**src/rtl/core/vapn_pkg.sv**
```systemverilog
package vapn_pkg;

    localparam int FRAC_BITS  = 16;
    localparam int DATA_W     = 32;
    localparam int SUM_W      = 64;
    localparam int PROD_W     = DATA_W + SUM_W;
    localparam int SQRT_STEPS = SUM_W / 2;
    localparam int DIV_STEPS  = FRAC_BITS + 1;

    localparam logic [1:0] MODE_NONE  = 2'd0;
    localparam logic [1:0] MODE_AMP   = 2'd1;
    localparam logic [1:0] MODE_PHASE = 2'd2;

    localparam logic [DATA_W-1:0] AMP_MAX = {1'b0, {(DATA_W-1){1'b1}}};

    typedef enum logic [1:0] {
        KIND_PASS,
        KIND_ZERO,
        KIND_AMP,
        KIND_PHASE
    } kind_t;

    typedef struct packed {
        logic              valid;
        kind_t             kind;
        logic [DATA_W-1:0] re;
        logic [DATA_W-1:0] im;
        logic [DATA_W-1:0] w;
        logic [DATA_W-1:0] wsc;
        logic [SUM_W-1:0]  x;
        logic [SUM_W-1:0]  r;
        logic [SUM_W-1:0]  bit_m;
        logic [SUM_W-1:0]  rem_re;
        logic [SUM_W-1:0]  rem_im;
        logic [SUM_W-1:0]  dvs;
        logic [DATA_W-1:0] q_re;
        logic [DATA_W-1:0] q_im;
    } ctx_t;

    function automatic logic [DATA_W-1:0] mag32(input logic [DATA_W-1:0] v);
        mag32 = v[DATA_W-1] ? (~v + 1'b1) : v;
    endfunction

endpackage

```
**src/rtl/core/vapn_div_cell.sv**
```systemverilog
module vapn_div_cell
    import vapn_pkg::*;
(
    input  logic aclk,
    input  logic aresetn,
    input  logic en,
    input  ctx_t in_ctx,
    output ctx_t out_ctx
);

    ctx_t ctx_reg, ctx_next;

    // one quotient bit for both parts per cell, shared shifted divisor
    always_comb begin
        ctx_next = in_ctx;
        if (in_ctx.rem_re >= in_ctx.dvs) begin
            ctx_next.rem_re = in_ctx.rem_re - in_ctx.dvs;
            ctx_next.q_re   = {in_ctx.q_re[DATA_W-2:0], 1'b1};
        end else begin
            ctx_next.q_re   = {in_ctx.q_re[DATA_W-2:0], 1'b0};
        end
        if (in_ctx.rem_im >= in_ctx.dvs) begin
            ctx_next.rem_im = in_ctx.rem_im - in_ctx.dvs;
            ctx_next.q_im   = {in_ctx.q_im[DATA_W-2:0], 1'b1};
        end else begin
            ctx_next.q_im   = {in_ctx.q_im[DATA_W-2:0], 1'b0};
        end
        ctx_next.dvs = in_ctx.dvs >> 1;
    end

    always_ff @(posedge aclk) begin
        if (!aresetn) begin
            ctx_reg.valid <= 1'b0;
        end else if (en) begin
            ctx_reg <= ctx_next;
        end
    end

    assign out_ctx = ctx_reg;

endmodule

```
**config.mk**
```make
export PLATFORM = sky130hd
export DESIGN_NAME = vapn_div_cell
export DESIGN_NICKNAME = d
export VERILOG_FILES = /design/src/rtl/core/vapn_pkg.sv /design/src/rtl/core/vapn_div_cell.sv
export SDC_FILE = /design/constraint.sdc
export NUM_CORES = 1
export LEC_CHECK = 0
export BUFFER_PORTS_ARGS = -buffer_cell sky130_fd_sc_hd__buf_4
export CAP_MARGIN = 20
export CORE_AREA = 3 3 445 447
export DETAILED_ROUTE_END_ITERATION = 12
export DIE_AREA = 0 0 448 450
export GPL_TIMING_DRIVEN = 0
export HOLD_SLACK_MARGIN = 0.02
export PLACE_DENSITY = 0.37
export SYNTH_ARGS = -nofsm -noshare
export SYNTH_HDL_FRONTEND = slang
export SYNTH_SLANG_ARGS = --single-unit
export TNS_END_PERCENT = 1
```
**constraint.sdc**
```tcl
create_clock -name aclk -period 20.3 [get_ports aclk]
set_input_delay 2.03 -clock aclk [delete_from_list [all_inputs] [get_ports aclk]]
set_output_delay 2.03 -clock aclk [all_outputs]
set_load 0.05 [all_outputs]
```
# Word level (Yosys, flattened, before mapping)
# Cells that the tools add are included.
[totals] word_cells=23 out_inout_bits=579 reg_bits=578
[classes] n_reduce_logical=1 n_mux=4 n_addsub=2 order_cmp=2
[ops] cell="greater-or-equal comparator 64 bit" n=2
[ops] cell="two-way mux 64 bit" n=2
[ops] cell="subtractor 64 bit" n=2
[ops] cell="two-way mux 1 bit" n=2
[ops] cell="AND reduction 2 bit" n=1

# Depth between registers and ports, before layout
[logic_depth] depth_word=2 ltp_mapped=15 mapped_depth_nobuf=13

# Worst setup path before layout
# No wires, ideal clock.
[synth_path] path_kind="in2reg" from="in en" to="reg ctx_reg, in the netlist out_ctx[0], enable pin" required_ns=19.285 arrival_ns=14.970 setup_time_ns=1.015 path_stages=1 path_slack_ns=4.315 cell_sequence="and2_1"
[synth_between] elab_chain_cells=1
[synth_lines] item="start, declared" line_no="vapn_div_cell.sv:6" rtl="input logic en,"
[synth_lines] item="AND reduction 2 bit (no source line)"
[synth_lines] item="end signal, assigned" line_no="vapn_div_cell.sv:35" rtl="ctx_reg <= ctx_next;"
[synth_lines] item="end, declared" line_no="vapn_div_cell.sv:11" rtl="ctx_t ctx_reg, ctx_next;"
# No other way between the ends.
# A chain may end at the register's enable or synchronous reset.

==> results.py <==
metrics = {
    "final_layout": {
        "num-fill-cells": 21200,
        "layout-drive-gt1-share": 0.402,
        "final_cells": 5990,
        "fin_util": 0.215,
        "area_growth_pct": 55.6,
        "largest_register_ffs": 578,
        "nNetsFinal": 4064,
    },
    "sta": {
        "slew_viol_final": 0,
        "finalCriticalPeriod_ns": 6.42,
        "setup_slack_ns": 13.88,
        "hold_viol": 0,
        "rsz0062_at_grt": "false",
        "worst_slew_pin_slew_ns": 1.31,
        "post-route-period-util": 0.316,
        "setup_viol": 0,
        "clock.fmax_ghz": 0.156,
        "relSlewSlack": 0.121,
        "fin_skew_ns": 0,
        "whs_ns": 0.549,
    },
    "synthesis": {
        "yosysMostFrequentCell": "edfxtp_1",
        "synth_nets": 2812,
        "synth_commonest_cells": "edfxtp_1, a21oi_1, nand2_1, o21ai_0, nor2_1",
        "syn_avg_cell_area_um2": 12.8,
        "synth_top_area_frac": 0.644,
        "yosysTopAreaCell": "edfxtp_1",
        "syn_inst": 2100,
        "yosys_warnings": 0,
        "ys_seq_area_frac": 0.645,
        "ys.flop_type": "edfxtp_1",
        "synthArstFlopShare": 0,
        "synth_cell_types": 82,
        "synth.area.top_cells": "edfxtp_1, ha_1, a21oi_1",
        "synth_edf_count": 577,
        "syn_area_um2": 26900,
        "ys_seq_elements": 578,
    },
    "clocking": {
        "clock_latency_ns": 0.66,
        "cts_sinks": 578,
        "clk_path_buf_depth": 3,
        "cts_tree": "yes",
        "post-cts-setup-buffers": 0,
        "hold_buffers": 0,
        "path_clk_slew_ns": 0.06,
        "htree_levels": 3,
        "cts-buffers-inserted": 81,
        "postCtsResizedCells": 0,
        "root_buffer": "clkbuf_16",
    },
    "setup_path": {
        "crit_top_cell": "a21oi_1",
        "cp_top_family": "compound AO/OA/AOI/OAI gates",
        "crit_chain": "buf_4 -> inv_1 -> ha_1 -> a21oi_1 -> o221ai_1 -> a31oi_1 -> o21ai_0 -> a31oi_1 -> a21oi_1 -> o41ai_1 -> nand3_1 -> buf_2 -> clkbuf_1 -> a21oi_1",
        "worstSetupEndpointType": "flip-flop",
        "crit_fanout": 10,
        "arrival_ns": 6.83,
        "start_kind": "input pin",
        "cp.required_ns": 20.71,
        "critPathKind": "input pin to flip-flop",
        "reg2reg_slack_ns": 19.69,
        "worstRegToRegCells": 2,
        "r2r-end": "out_ctx[578]$_SDFFE_PN0P_",
        "r2r-start": "out_ctx[578]$_SDFFE_PN0P_",
        "slowest_delay_ns": 0.73,
        "critPathSlowestCell": "o41ai_1",
        "cp_num_buf_inv": 4,
        "crit_cells": 14,
    },
    "floorplan": {
        "pin_count": 1161,
        "rows": 162,
        "die_h_um": 450,
        "die_x_um": 448,
        "core_um2": 195000,
        "start_util": 0.138,
        "dieArea_um2": 202000,
    },
    "grt": {
        "gr-total-overflow": 0,
        "antenna_found_initial": 86,
        "grt_pass1_wl_um": 233000,
        "grt_util_all_layers": 0.176,
        "grt_pass1_vias": 23500,
        "grt_max_degree": 63,
    },
    "worst_hold_path": {
        "hold_path_class": "flip-flop to flip-flop",
        "min_to": "out_ctx[578]$_SDFFE_PN0P_",
        "holdPathStages": 2,
        "hold_start": "out_ctx[578]$_SDFFE_PN0P_",
    },
    "route": {
        "drtIter0Drc": 1422,
        "vias": 23400,
        "drt_wl_total_um": 185000,
        "ant_nets": 0,
        "drt-vias-per-instance": 3.91,
        "wire_per_inst_um": 30.9,
        "dr.pass1.iters": 5,
        "drc_errors": 0,
    },
    "placed_design": {
        "placed_cells_incl_taps": 5811,
        "numPortBuffers": 1157,
        "place.gp.congestion": 0.904,
        "hpwl_um": 158000,
        "dp_slack_ns": 12.70,
    },
    "power_and_ir_drop": {
        "p_per_area_nw_per_um2": 94.9,
        "ir_drop_mv": 0.0623,
        "p_total_uw": 3970,
        "cellLeakagePower_uw": 0.0168,
    },
    "run": {
        "drv_cap": 0,
    },
    "outcome": {
        "status": "complete, no violations",
    },
}
==> worst reg2reg max path: stages, from the launching register on <==
cell and delay, ns:
dfxtp_1 0.31, mux2i_1 0.13, nor2b_1 0.06
==> layer usage <==
metal / wire length [µm] / vias up / track usage
met5: 243 / - / 0
met4: 11900 / 36 / 0.110
met3: 14000 / 290 / 0.0530
met2: 98800 / 1002 / 0.326
met1: 60000 / 11600 / 0.167
li1: - / 10500 / -
==> where the power goes <==
group	internal [µW]	leakage [µW]	switching (µW)
combinational	313	0.0101	713
sequential	1420	0.00542	29.6
clock	857	0.00129	637
==> cell families after synthesis <==
family,synth area share
compound gates,0.132
other cells,0.000139
flops,0.645
xor+xnor,0.0378
mux,0.00981
simple gates,0.0845
buf+inv,0.0300
fa+ha+maj,0.0610
==> placed cells by master (no fill, tap or decap), types with 8 or more instances in the layout <==
cell / instances
or3_1: 12
xnor2_1: 74
nor4_1: 8
buf_2: 27
buf_16: 10
diode_2: 34
nand3_1: 16
and2_1: 9
o21ai_0: 138
a21oi_1: 204
buf_4: 1163
a31oi_1: 20
a211oi_1: 14
clkbuf_16: 81
nand4_1: 55
o21bai_1: 35
inv_1: 103
nor3_1: 24
o21a_1: 13
edfxtp_1: 577
bufinv_16: 9
clkinv_2: 11
a21o_1: 66
clkinvlp_4: 8
nor2_1: 135
clkbuf_1: 65
nand2b_1: 12
nor2b_1: 13
o31ai_1: 9
xor2_1: 42
ha_1: 128
clkinv_1: 16
mux2_2: 19
and3_1: 10
nand2_1: 157
==> per-stage QoR <==
| step | TNS [ns] | area (µm²) |
|---|---|---|
| 6_report | 0 | 41900 |
| 5_1_grt | 0 | 41800 |
| 4_1_cts | 0 | 41800 |
| 3_5_place_dp | 0 | 39100 |
| 3_3_place_gp | -2830.76 | 38800 |
| 2_1_floorplan | 0 | 26900 |
==> layout make-up <==
cell class / count / area (µm²) / share of cell area
repair buffers: 1169 / 8980 / 0.214
clock buffers: 91 / 2060 / 0.0493
diodes: 34 / 85.1 / 0.00203
multi-input cells: 1326 / 8750 / 0.209
inverters: 104 / 390 / 0.00932
clock inverters: 54 / 658 / 0.0157
well taps: 2542 / 3180 / 0.0760
plain buffers: 92 / 418 / 0.00998
flip-flops and latches: 578 / 17300 / 0.414
==> worst max-delay path by stage <==
stage | startpoint | end | slack (ns)
after CTS | in_ctx[71] | out_ctx[129]$_DFFE_PP_ | 13.45
after global routing | in_ctx[71] | out_ctx[129]$_DFFE_PP_ | 13.36
after detailed placement | in_ctx[128] | out_ctx[129]$_DFFE_PP_ | 12.70
after global placement | aresetn | out_ctx[493]$_DFFE_PP_ | -5.16
after floorplan | en | out_ctx[0]$_DFFE_PP_ | 4.32
final | in_ctx[77] | out_ctx[129]$_DFFE_PP_ | 13.88
(Power assumes the default switching activity.)
