==> src/rtl/core/vapn_pkg.sv <==
package vapn_pkg;

    localparam int FRAC_BITS  = 16;
    localparam int DATA_W     = 32;
    localparam int SUM_W      = 64;
    localparam int PROD_W     = DATA_W + SUM_W;
    localparam int SQRT_STEPS = SUM_W / 2;
    localparam int DIV_STEPS  = FRAC_BITS + 1;

    localparam logic [1:0] MODE_NONE  = 2'd0;
    localparam logic [1:0] MODE_AMP   = 2'd1;
    localparam logic [1:0] MODE_PHASE = 2'd2;

    localparam logic [DATA_W-1:0] AMP_MAX = {1'b0, {(DATA_W-1){1'b1}}};

    typedef enum logic [1:0] {
        KIND_PASS,
        KIND_ZERO,
        KIND_AMP,
        KIND_PHASE
    } kind_t;

    typedef struct packed {
        logic              valid;
        kind_t             kind;
        logic [DATA_W-1:0] re;
        logic [DATA_W-1:0] im;
        logic [DATA_W-1:0] w;
        logic [DATA_W-1:0] wsc;
        logic [SUM_W-1:0]  x;
        logic [SUM_W-1:0]  r;
        logic [SUM_W-1:0]  bit_m;
        logic [SUM_W-1:0]  rem_re;
        logic [SUM_W-1:0]  rem_im;
        logic [SUM_W-1:0]  dvs;
        logic [DATA_W-1:0] q_re;
        logic [DATA_W-1:0] q_im;
    } ctx_t;

    function automatic logic [DATA_W-1:0] mag32(input logic [DATA_W-1:0] v);
        mag32 = v[DATA_W-1] ? (~v + 1'b1) : v;
    endfunction

endpackage

==> src/rtl/core/vapn_sqrt_cell.sv <==
module vapn_sqrt_cell
    import vapn_pkg::*;
(
    input  logic aclk,
    input  logic aresetn,
    input  logic en,
    input  ctx_t in_ctx,
    output ctx_t out_ctx
);

    ctx_t             ctx_reg, ctx_next;
    logic [SUM_W-1:0] trial;

    // one root bit per cell; the trial bit walks down by two each cell
    always_comb begin
        ctx_next = in_ctx;
        trial    = in_ctx.r + in_ctx.bit_m;
        if (in_ctx.x >= trial) begin
            ctx_next.x = in_ctx.x - trial;
            ctx_next.r = (in_ctx.r >> 1) + in_ctx.bit_m;
        end else begin
            ctx_next.r = in_ctx.r >> 1;
        end
        ctx_next.bit_m = in_ctx.bit_m >> 2;
    end

    always_ff @(posedge aclk) begin
        if (!aresetn) begin
            ctx_reg.valid <= 1'b0;
        end else if (en) begin
            ctx_reg <= ctx_next;
        end
    end

    assign out_ctx = ctx_reg;

endmodule

==> config.mk <==
export PLATFORM = sky130hd
export DESIGN_NAME = vapn_sqrt_cell
export DESIGN_NICKNAME = d
export VERILOG_FILES = /design/src/rtl/core/vapn_pkg.sv /design/src/rtl/core/vapn_sqrt_cell.sv
export SDC_FILE = /design/constraint.sdc
export NUM_CORES = 1
export LEC_CHECK = 0
export BUFFER_PORTS_ARGS = -buffer_cell sky130_fd_sc_hd__buf_2
export CORE_AREA = 2 2 448 450
export CTS_CLUSTER_DIAMETER = 200
export DETAILED_ROUTE_END_ITERATION = 12
export DIE_AREA = 0 0 450 452
export GPL_ROUTABILITY_DRIVEN = 1
export PLACE_DENSITY = 0.36
export SETUP_SLACK_MARGIN = 0.02
export SYNTH_ARGS = -nofsm -noshare
export SYNTH_HDL_FRONTEND = slang
export SYNTH_SLANG_ARGS = --single-unit
==> constraint.sdc <==
create_clock -name aclk -period 19.8 [get_ports aclk]
set_clock_uncertainty 0.15 [all_clocks]
set_input_delay 3.96 -clock aclk [delete_from_list [all_inputs] [get_ports aclk]]
set_output_delay 3.96 -clock aclk [all_outputs]
set_load 0.1 [all_outputs]
## Word level (Yosys, flattened, before mapping)

Index checks and enable logic that the tools add are counted.

- Output and inout bits: 579
- Register bits: 577

- Reduce and logical (&&, ||, !) cells: 1
- Mux-type cells: 2
- $lt $le $gt $ge: 1
- Add/subtract/negate cells: 3

Operators by type and width:

| operator | count |
|---|---|
| $add A63 B64 Y64 | 1 |
| $add A64 B64 Y64 | 1 |
| $ge A64 B64 Y1 | 1 |
| $mux W64 | 1 |
| $sub A64 B64 Y64 | 1 |
| $mux W63 | 1 |
| $reduce_and A2 Y1 | 1 |

## Logic depth before layout (Yosys ltp)

Gate-level depths: netlist of the first run.

- Depth after elaboration: 3
- Depth in mapped cells: 26
- Mapped depth without buffers: 24

## Least setup slack after synthesis of the first run

Ideal clock, no wire load.

- Path kind: input to register
- From: in en
- To: reg ctx_reg, in the netlist out_ctx[0] (enable)
- Cell stages on the path: 1
- Arrival time: 16.878 ns
- Path slack: 1.758 ns
- Cells stage by stage: and2_1

- Longest elaborated chain between the ends: 1

Ends and longest elaborated chain:

| element | RTL line | RTL |
|---|---|---|
| from (decl) | vapn_sqrt_cell.sv:6 | `input logic en,` |
| $reduce_and A2 Y1 (no line) | - |  |
| to (signal assigned) | vapn_sqrt_cell.sv:31 | `ctx_reg <= ctx_next;` |
| to (decl) | vapn_sqrt_cell.sv:11 | `ctx_t ctx_reg, ctx_next;` |

No other way between the ends.
A chain may end at the register's enable or synchronous reset.

==> impl_metrics.tcl, run 1 <==
set metrics [dict create \
    status "finished clean" \
    fin_crit_sh_pct 55.6 \
    post_cts_resized 0 \
    tritoncts "built" \
    cp_num_buf_inv 3 \
    vias 26749 \
    pin_count 1161 \
    stdcell_area_mm2 0.0416 \
    worstRegToRegCells 2 \
    grtUsageTotal_pct 18.0 \
    final_layout_size_suffix_gt1_share_pct 34.6 \
    critPathMaxStageDelay_ns 0.80 \
    ant_nets 0 \
    avgSynthCellArea_um2 11.8 \
    cts_hold_buffers 0 \
    n_fill_cell 21952 \
    drc_errors 0 \
    die_x_um 450 \
    final_nets 4500 \
    p_leak_nw 16.9 \
    die_y_um 452 \
    initial_utilization_pct 15.3 \
    io_buffers 1158 \
    rows 164 \
    rsz0062_at_grt "no" \
    cts_num_sinks 577 \
    p_per_area_mw_per_mm2 117 \
    yosysWarnings 0 \
    routabilityCongestion 0.891 \
    cts_root_buf "clkbuf_16" \
    post_cts_buffers 0 \
    min_path_cells 2 \
    antenna_found_initial 132 \
    clk_latency_ns 0.70 \
    yosysTopAreaCell "edfxtp_1" \
    clk_path_buf_depth 3 \
    drt_first_iter_violations 2041 \
    rrSetupSlack_ns 19.06 \
    crit_path_start_kind "input port" \
    largest_register_ffs 577 \
    vdd_drop_max_uv 69.8 \
    synthCells 2576 \
    min_period_ns 11.01 \
    netlist.area_leader.share_pct 57.1 \
    die_area_mm2 0.203 \
    crit_slowest_cell "nor3_1" \
    gr-total-overflow 0 \
    dp_hpwl_um 163000 \
    holdCritStartpoint "out_ctx[578]$_SDFFE_PN0P_" \
    crit_arrival_ns 11.24 \
    synthesis.area_mm2 0.0303 \
    ys_async_sr_fraction_pct 0 \
    syn2layout_area_growth_pct 37.3 \
    end_kind "register" \
    timing.fmax_mhz 90.8 \
    ys_ff_latch 577 \
    synth_flop_cell "edfxtp_1" \
    path_max_fanout 182 \
    synth-edff-count 576 \
    hold_path_end "out_ctx[578]$_SDFFE_PN0P_" \
    grt_max_degree 183 \
    htreeDepth 3 \
    cp_data_required_time_ns 20.03 \
    yosysUniqueCellTypes 83 \
    setup_viol 0 \
    grt_pass1_wl_um 246000 \
    clk_pin_slew_ns 0.05 \
    rr_startpoint "out_ctx[578]$_SDFFE_PN0P_" \
    worst_r2r_endpoint "out_ctx[578]$_SDFFE_PN0P_" \
    core_area_mm2 0.199 \
    dr.pass1.iters 5 \
    worst_pin_slew_ns 0.999 \
    ys_seq_area_share_pct 57.2 \
    slew_viol_final 0 \
    path_delay_family "compound AO/OA/AOI/OAI gates" \
    min_path_type "reg2reg" \
    critPathKind "in2reg" \
    maxSlewHeadroom_pct 33.4 \
    grt_pass1_vias 26355 \
    cts_inserted_buffers 78 \
    fin_tns_setup_ns 0 \
    wirelength_um 191000 \
    viasPerCell 4.13 \
    place_area_mm2 0.0390 \
    synth_area_leaders "edfxtp_1 (57%), ha_1 (7.8%), a21oi_1 (3.5%)" \
    routedWlPerCell_um 29.5 \
    maxCapViolCount 0 \
    hold_violations 0 \
]
==> logic make-up (layout without fill, tap and decap cells) <==
logic type | count (synthesis) | in the layout | share of synthesized area (%)
AO/OA/AOI/OAI | 802 | 802 | 16.8
AND/OR/NAND/NOR | 659 | 659 | 10.2
flip-flops | 577 | 577 | 57.2
adder cells (fa/ha/maj) | 193 | 193 | 8.05
XOR/XNOR | 173 | 173 | 5.00
buffers and inverters | 164 | 1372 | 2.52
multiplexers | 7 | 7 | 0.240
other | 1 | 39 | 0.0124
==> worst max-delay path by stage <==
| stage | startpoint | endpoint | slack [ns] | cells past startpoint |
|---|---|---|---|---|
| 2_1_floorplan | en | out_ctx[0]$_DFFE_PP_ | 1.76 | 1 |
| 3_3_place_gp | in_ctx[259] | out_ctx[385]$_DFFE_PP_ | 8.08 | 23 |
| 3_5_place_dp | in_ctx[322] | out_ctx[385]$_DFFE_PP_ | 8.07 | 23 |
| 4_1_cts | in_ctx[258] | out_ctx[385]$_DFFE_PP_ | 8.86 | 23 |
| 5_1_grt | in_ctx[258] | out_ctx[373]$_DFFE_PP_ | 8.31 | 25 |
| 6_report | in_ctx[258] | out_ctx[373]$_DFFE_PP_ | 8.79 | 25 |
==> power by group <==
part / switching [W] / internal, W / leakage, nW
combinational: 0.00150 / 0.000410 / 10.3
sequential: 0.0000363 / 0.00149 / 5.40
clock: 0.000619 / 0.000809 / 1.19
==> layout by cell type (no fill, tap or decap), types with 16 or more instances in the layout <==
master     Yosys  layout
buf_2         16    1158
edfxtp_1     576     576
nand2_1      271     271
a21oi_1      210     210
o21ai_0      204     204
ha_1         190     190
nor2_1       121     121
a21o_1       112     112
xnor2_1       95      95
clkbuf_16      0      80
xor2_1        78      78
inv_1         62      62
nand4_1       61      61
o21bai_1      43      43
nand3_1       41      41
diode_2        0      37
nor3_1        32      32
o21ai_1       32      32
a31oi_1       28      28
o21a_1        26      26
and3_1        24      24
nor2b_1       18      18
a211oi_1      16      16
o211ai_1      16      16
nand2b_1      16      16
==> final cells by class <==
type	count	area [um^2]	area share [%]
antenna	37	92.6	0.223
clock buffer	95	2060	4.95
clock inverter	45	430	1.03
inverter	62	233	0.559
multi-input combinational	1836	12200	29.4
sequential	577	17300	41.6
tap	2656	3320	7.99
timing repair buffer	1170	5920	14.2
==> through the flow <==
step / hold WS, ns / std cells / setup WS (ns) / power, W / utilization [%]
global placement: 0.348 / 6301 / 8.08 / 0.00348 / 19.6
finish: 0.381 / 6478 / 8.79 / 0.00486 / 20.9
detailed placement: 0.377 / 6301 / 8.07 / 0.00348 / 19.6
floorplan: 0.831 / 2577 / 1.76 / 0.00298 / -
CTS: 0.388 / 6441 / 8.86 / 0.00496 / 20.9
global route: 0.412 / 6467 / 8.31 / 0.00508 / 20.9
==> Yosys cell counts, types with 41 or more instances <==
cell type / n
clkbuf_1: 63
xor2_1: 78
o21ai_0: 204
xnor2_1: 95
ha_1: 190
nand3_1: 41
a21o_1: 112
o21bai_1: 43
inv_1: 62
nor2_1: 121
nand2_1: 271
edfxtp_1: 576
a21oi_1: 210
nand4_1: 61
==> worst register-to-register path, stage by stage (launching register included) <==
cell     delay, ns
dfxtp_1       0.30
mux2i_1       0.12
nor2b_1       0.06
==> per-layer routing <==
layer  vias to the layer above  routed length (um)  global-route usage (%)
met5                         -                 415                       0
met1                     13169               65600                    17.8
met2                       961              105000                    34.9
li1                      12197                   -                       -
met3                       350               12200                    4.87
met4                        72                8060                    7.68
(Power assumes the default switching activity.)
==> inputs of run 2 (changes only) <==
CORE_AREA = 2 2 458 460   (was 2 2 448 450)
DIE_AREA = 0 0 460 462   (was 0 0 450 452)
clock period = 8.9 ns   (was 19.8 ns; I/O delays follow)
==> impl_metrics.tcl, run 2 (synthesized netlist as in run 1, its figures left out) <==
set metrics [dict create \
    htreeDepth 3 \
    maxCapViolCount 0 \
    cts_hold_buffers 0 \
    cts_inserted_buffers 81 \
    timing.fmax_mhz 125 \
    vdd_drop_max_uv 149 \
    fin_crit_sh_pct 89.7 \
    fin_tns_setup_ns 0 \
    crit_slowest_cell "nor3_1" \
    post_cts_buffers 0 \
    holdCritStartpoint "out_ctx[578]$_SDFFE_PN0P_" \
    routedWlPerCell_um 31.6 \
    drt_first_iter_violations 1833 \
    crit_path_start_kind "input port" \
    worstRegToRegCells 2 \
    cp.depth 24 \
    end_kind "register" \
    drc_errors 0 \
    tritoncts "built" \
    dp_hpwl_um 178000 \
    ant_nets 0 \
    syn2layout_area_growth_pct 38.9 \
    final_nets 4528 \
    clk_latency_ns 0.69 \
    post_cts_resized 0 \
    p_total_w 0.0112 \
    crit_chain "buf_2 > ha_1 > o21ai_0 > o211ai_1 > a221oi_1 > buf_4 > o31ai_1 > a311o_1 > nand2_1 > o31ai_1 > nand4_1 > nand2_1 > xnor2_1 > ha_1 > a21o_1 > a21o_1 > a21oi_1 > o211ai_1 > nor3_1 > a211oi_4 > o21ai_4 > buf_4 > buf_12 > o21ai_0" \
    cp_num_buf_inv 4 \
    worst_pin_slew_ns 0.997 \
    clk_path_buf_depth 3 \
    placedCellCount 6390 \
    clk_pin_slew_ns 0.05 \
    hold_violations 0 \
    final_layout_size_suffix_gt1_share_pct 35.1 \
    io_buffers 1158 \
    routabilityCongestion 0.853 \
    gr-total-overflow 0 \
    die_y_um 462 \
    cts_root_buf "clkbuf_16" \
    final_common_cell "buf_2" \
    p_leak_nw 17.1 \
    maxSlewHeadroom_pct 33.5 \
    critPathMaxStageDelay_ns 0.69 \
    initial_utilization_pct 14.6 \
    grt_max_degree 150 \
    critPathKind "in2reg" \
    whs_ns 0.362 \
    rows 168 \
    grt_pass1_wl_um 261000 \
    status "finished clean" \
    rr_startpoint "out_ctx[578]$_SDFFE_PN0P_" \
    worstSetupStartpoint "in_ctx[322]" \
    dr.pass1.iters 5 \
    mostFrequentLayoutCells "buf_2 (1,158), edfxtp_1 (576), nand2_1 (271), a21oi_1 (210), o21ai_0 (204)" \
    min_period_ns 7.98 \
    path_delay_family "compound AO/OA/AOI/OAI gates" \
    cp_data_required_time_ns 9.16 \
    rrSetupSlack_ns 8.17 \
    grtUsageTotal_pct 18.6 \
    crit_arrival_ns 8.25 \
    core_area_mm2 0.208 \
    min_path_cells 2 \
    grt_pass1_vias 26665 \
    antenna_found_initial 195 \
    viasPerCell 4.12 \
    largest_register_ffs 577 \
    wirelength_um 208000 \
    path_max_fanout 83 \
    setup_viol 0 \
    die_x_um 460 \
    instances_no_fill 6571 \
    min_path_type "reg2reg" \
    slew_viol_final 0 \
    p_per_area_mw_per_mm2 265 \
    rsz0062_at_grt "no" \
    pin_count 1161 \
    die_area_mm2 0.213 \
    cts_num_sinks 577 \
    vias 27059 \
]
-- run 2: report_power, final --
part | total (W) | switching [W] | internal [W]
registers | 0.00338 | 0.0000685 | 0.00331
logic | 0.00434 | 0.00339 | 0.000953
clock network | 0.00344 | 0.00147 | 0.00197
total | 0.0112 | 0.00493 | 0.00624
-- run 2: path summary, 6_finish.rpt --
| kind | to |
|---|---|
| worst max-delay path | out_ctx[336]$_DFFE_PP_ |
| worst min-delay path | out_ctx[578]$_SDFFE_PN0P_ |
| worst max register to register | out_ctx[578]$_SDFFE_PN0P_ |
| worst min register to register | out_ctx[578]$_SDFFE_PN0P_ |
-- run 2: final cells by class --
| type | instances | area, um^2 |
|---|---|---|
| inverters | 62 | 233 |
| diodes | 37 | 92.6 |
| multi-input cells | 1836 | 12200 |
| well taps | 2720 | 3400 |
| clock inverters | 43 | 567 |
| clock buffers | 101 | 2120 |
| fillers | 22969 | 166000 |
| repair buffers | 1195 | 6140 |
| flip-flops and latches | 577 | 17300 |
-- run 2: routing by layer --
metal | routed length (um) | share of wire (%) | up-vias | global-route usage (%)
li1 | - | - | 12236 | -
met1 | 71800 | 35 | 13237 | 18.6
met2 | 109000 | 52 | 1046 | 34.5
met3 | 18800 | 9.1 | 386 | 7.81
met4 | 7080 | 3.4 | 154 | 6.15
met5 | 930 | 0.45 | - | 0
-- run 2: worst register-to-register path: stages, from the launching register on --
cell,delay (ns)
dfxtp_1,0.30
mux2i_1,0.12
nor2b_1,0.06
-- run 2: through the flow --
step           area [um^2]  worst slack [ns]  utilization [%]
2_1_floorplan        30300              2.09                -
3_5_place_dp         39300             0.144             18.9
6_report             42100             0.916             20.2
3_3_place_gp         39300            0.0336             18.9
4_1_cts              42000             0.889             20.2
5_1_grt              42000             0.485             20.2
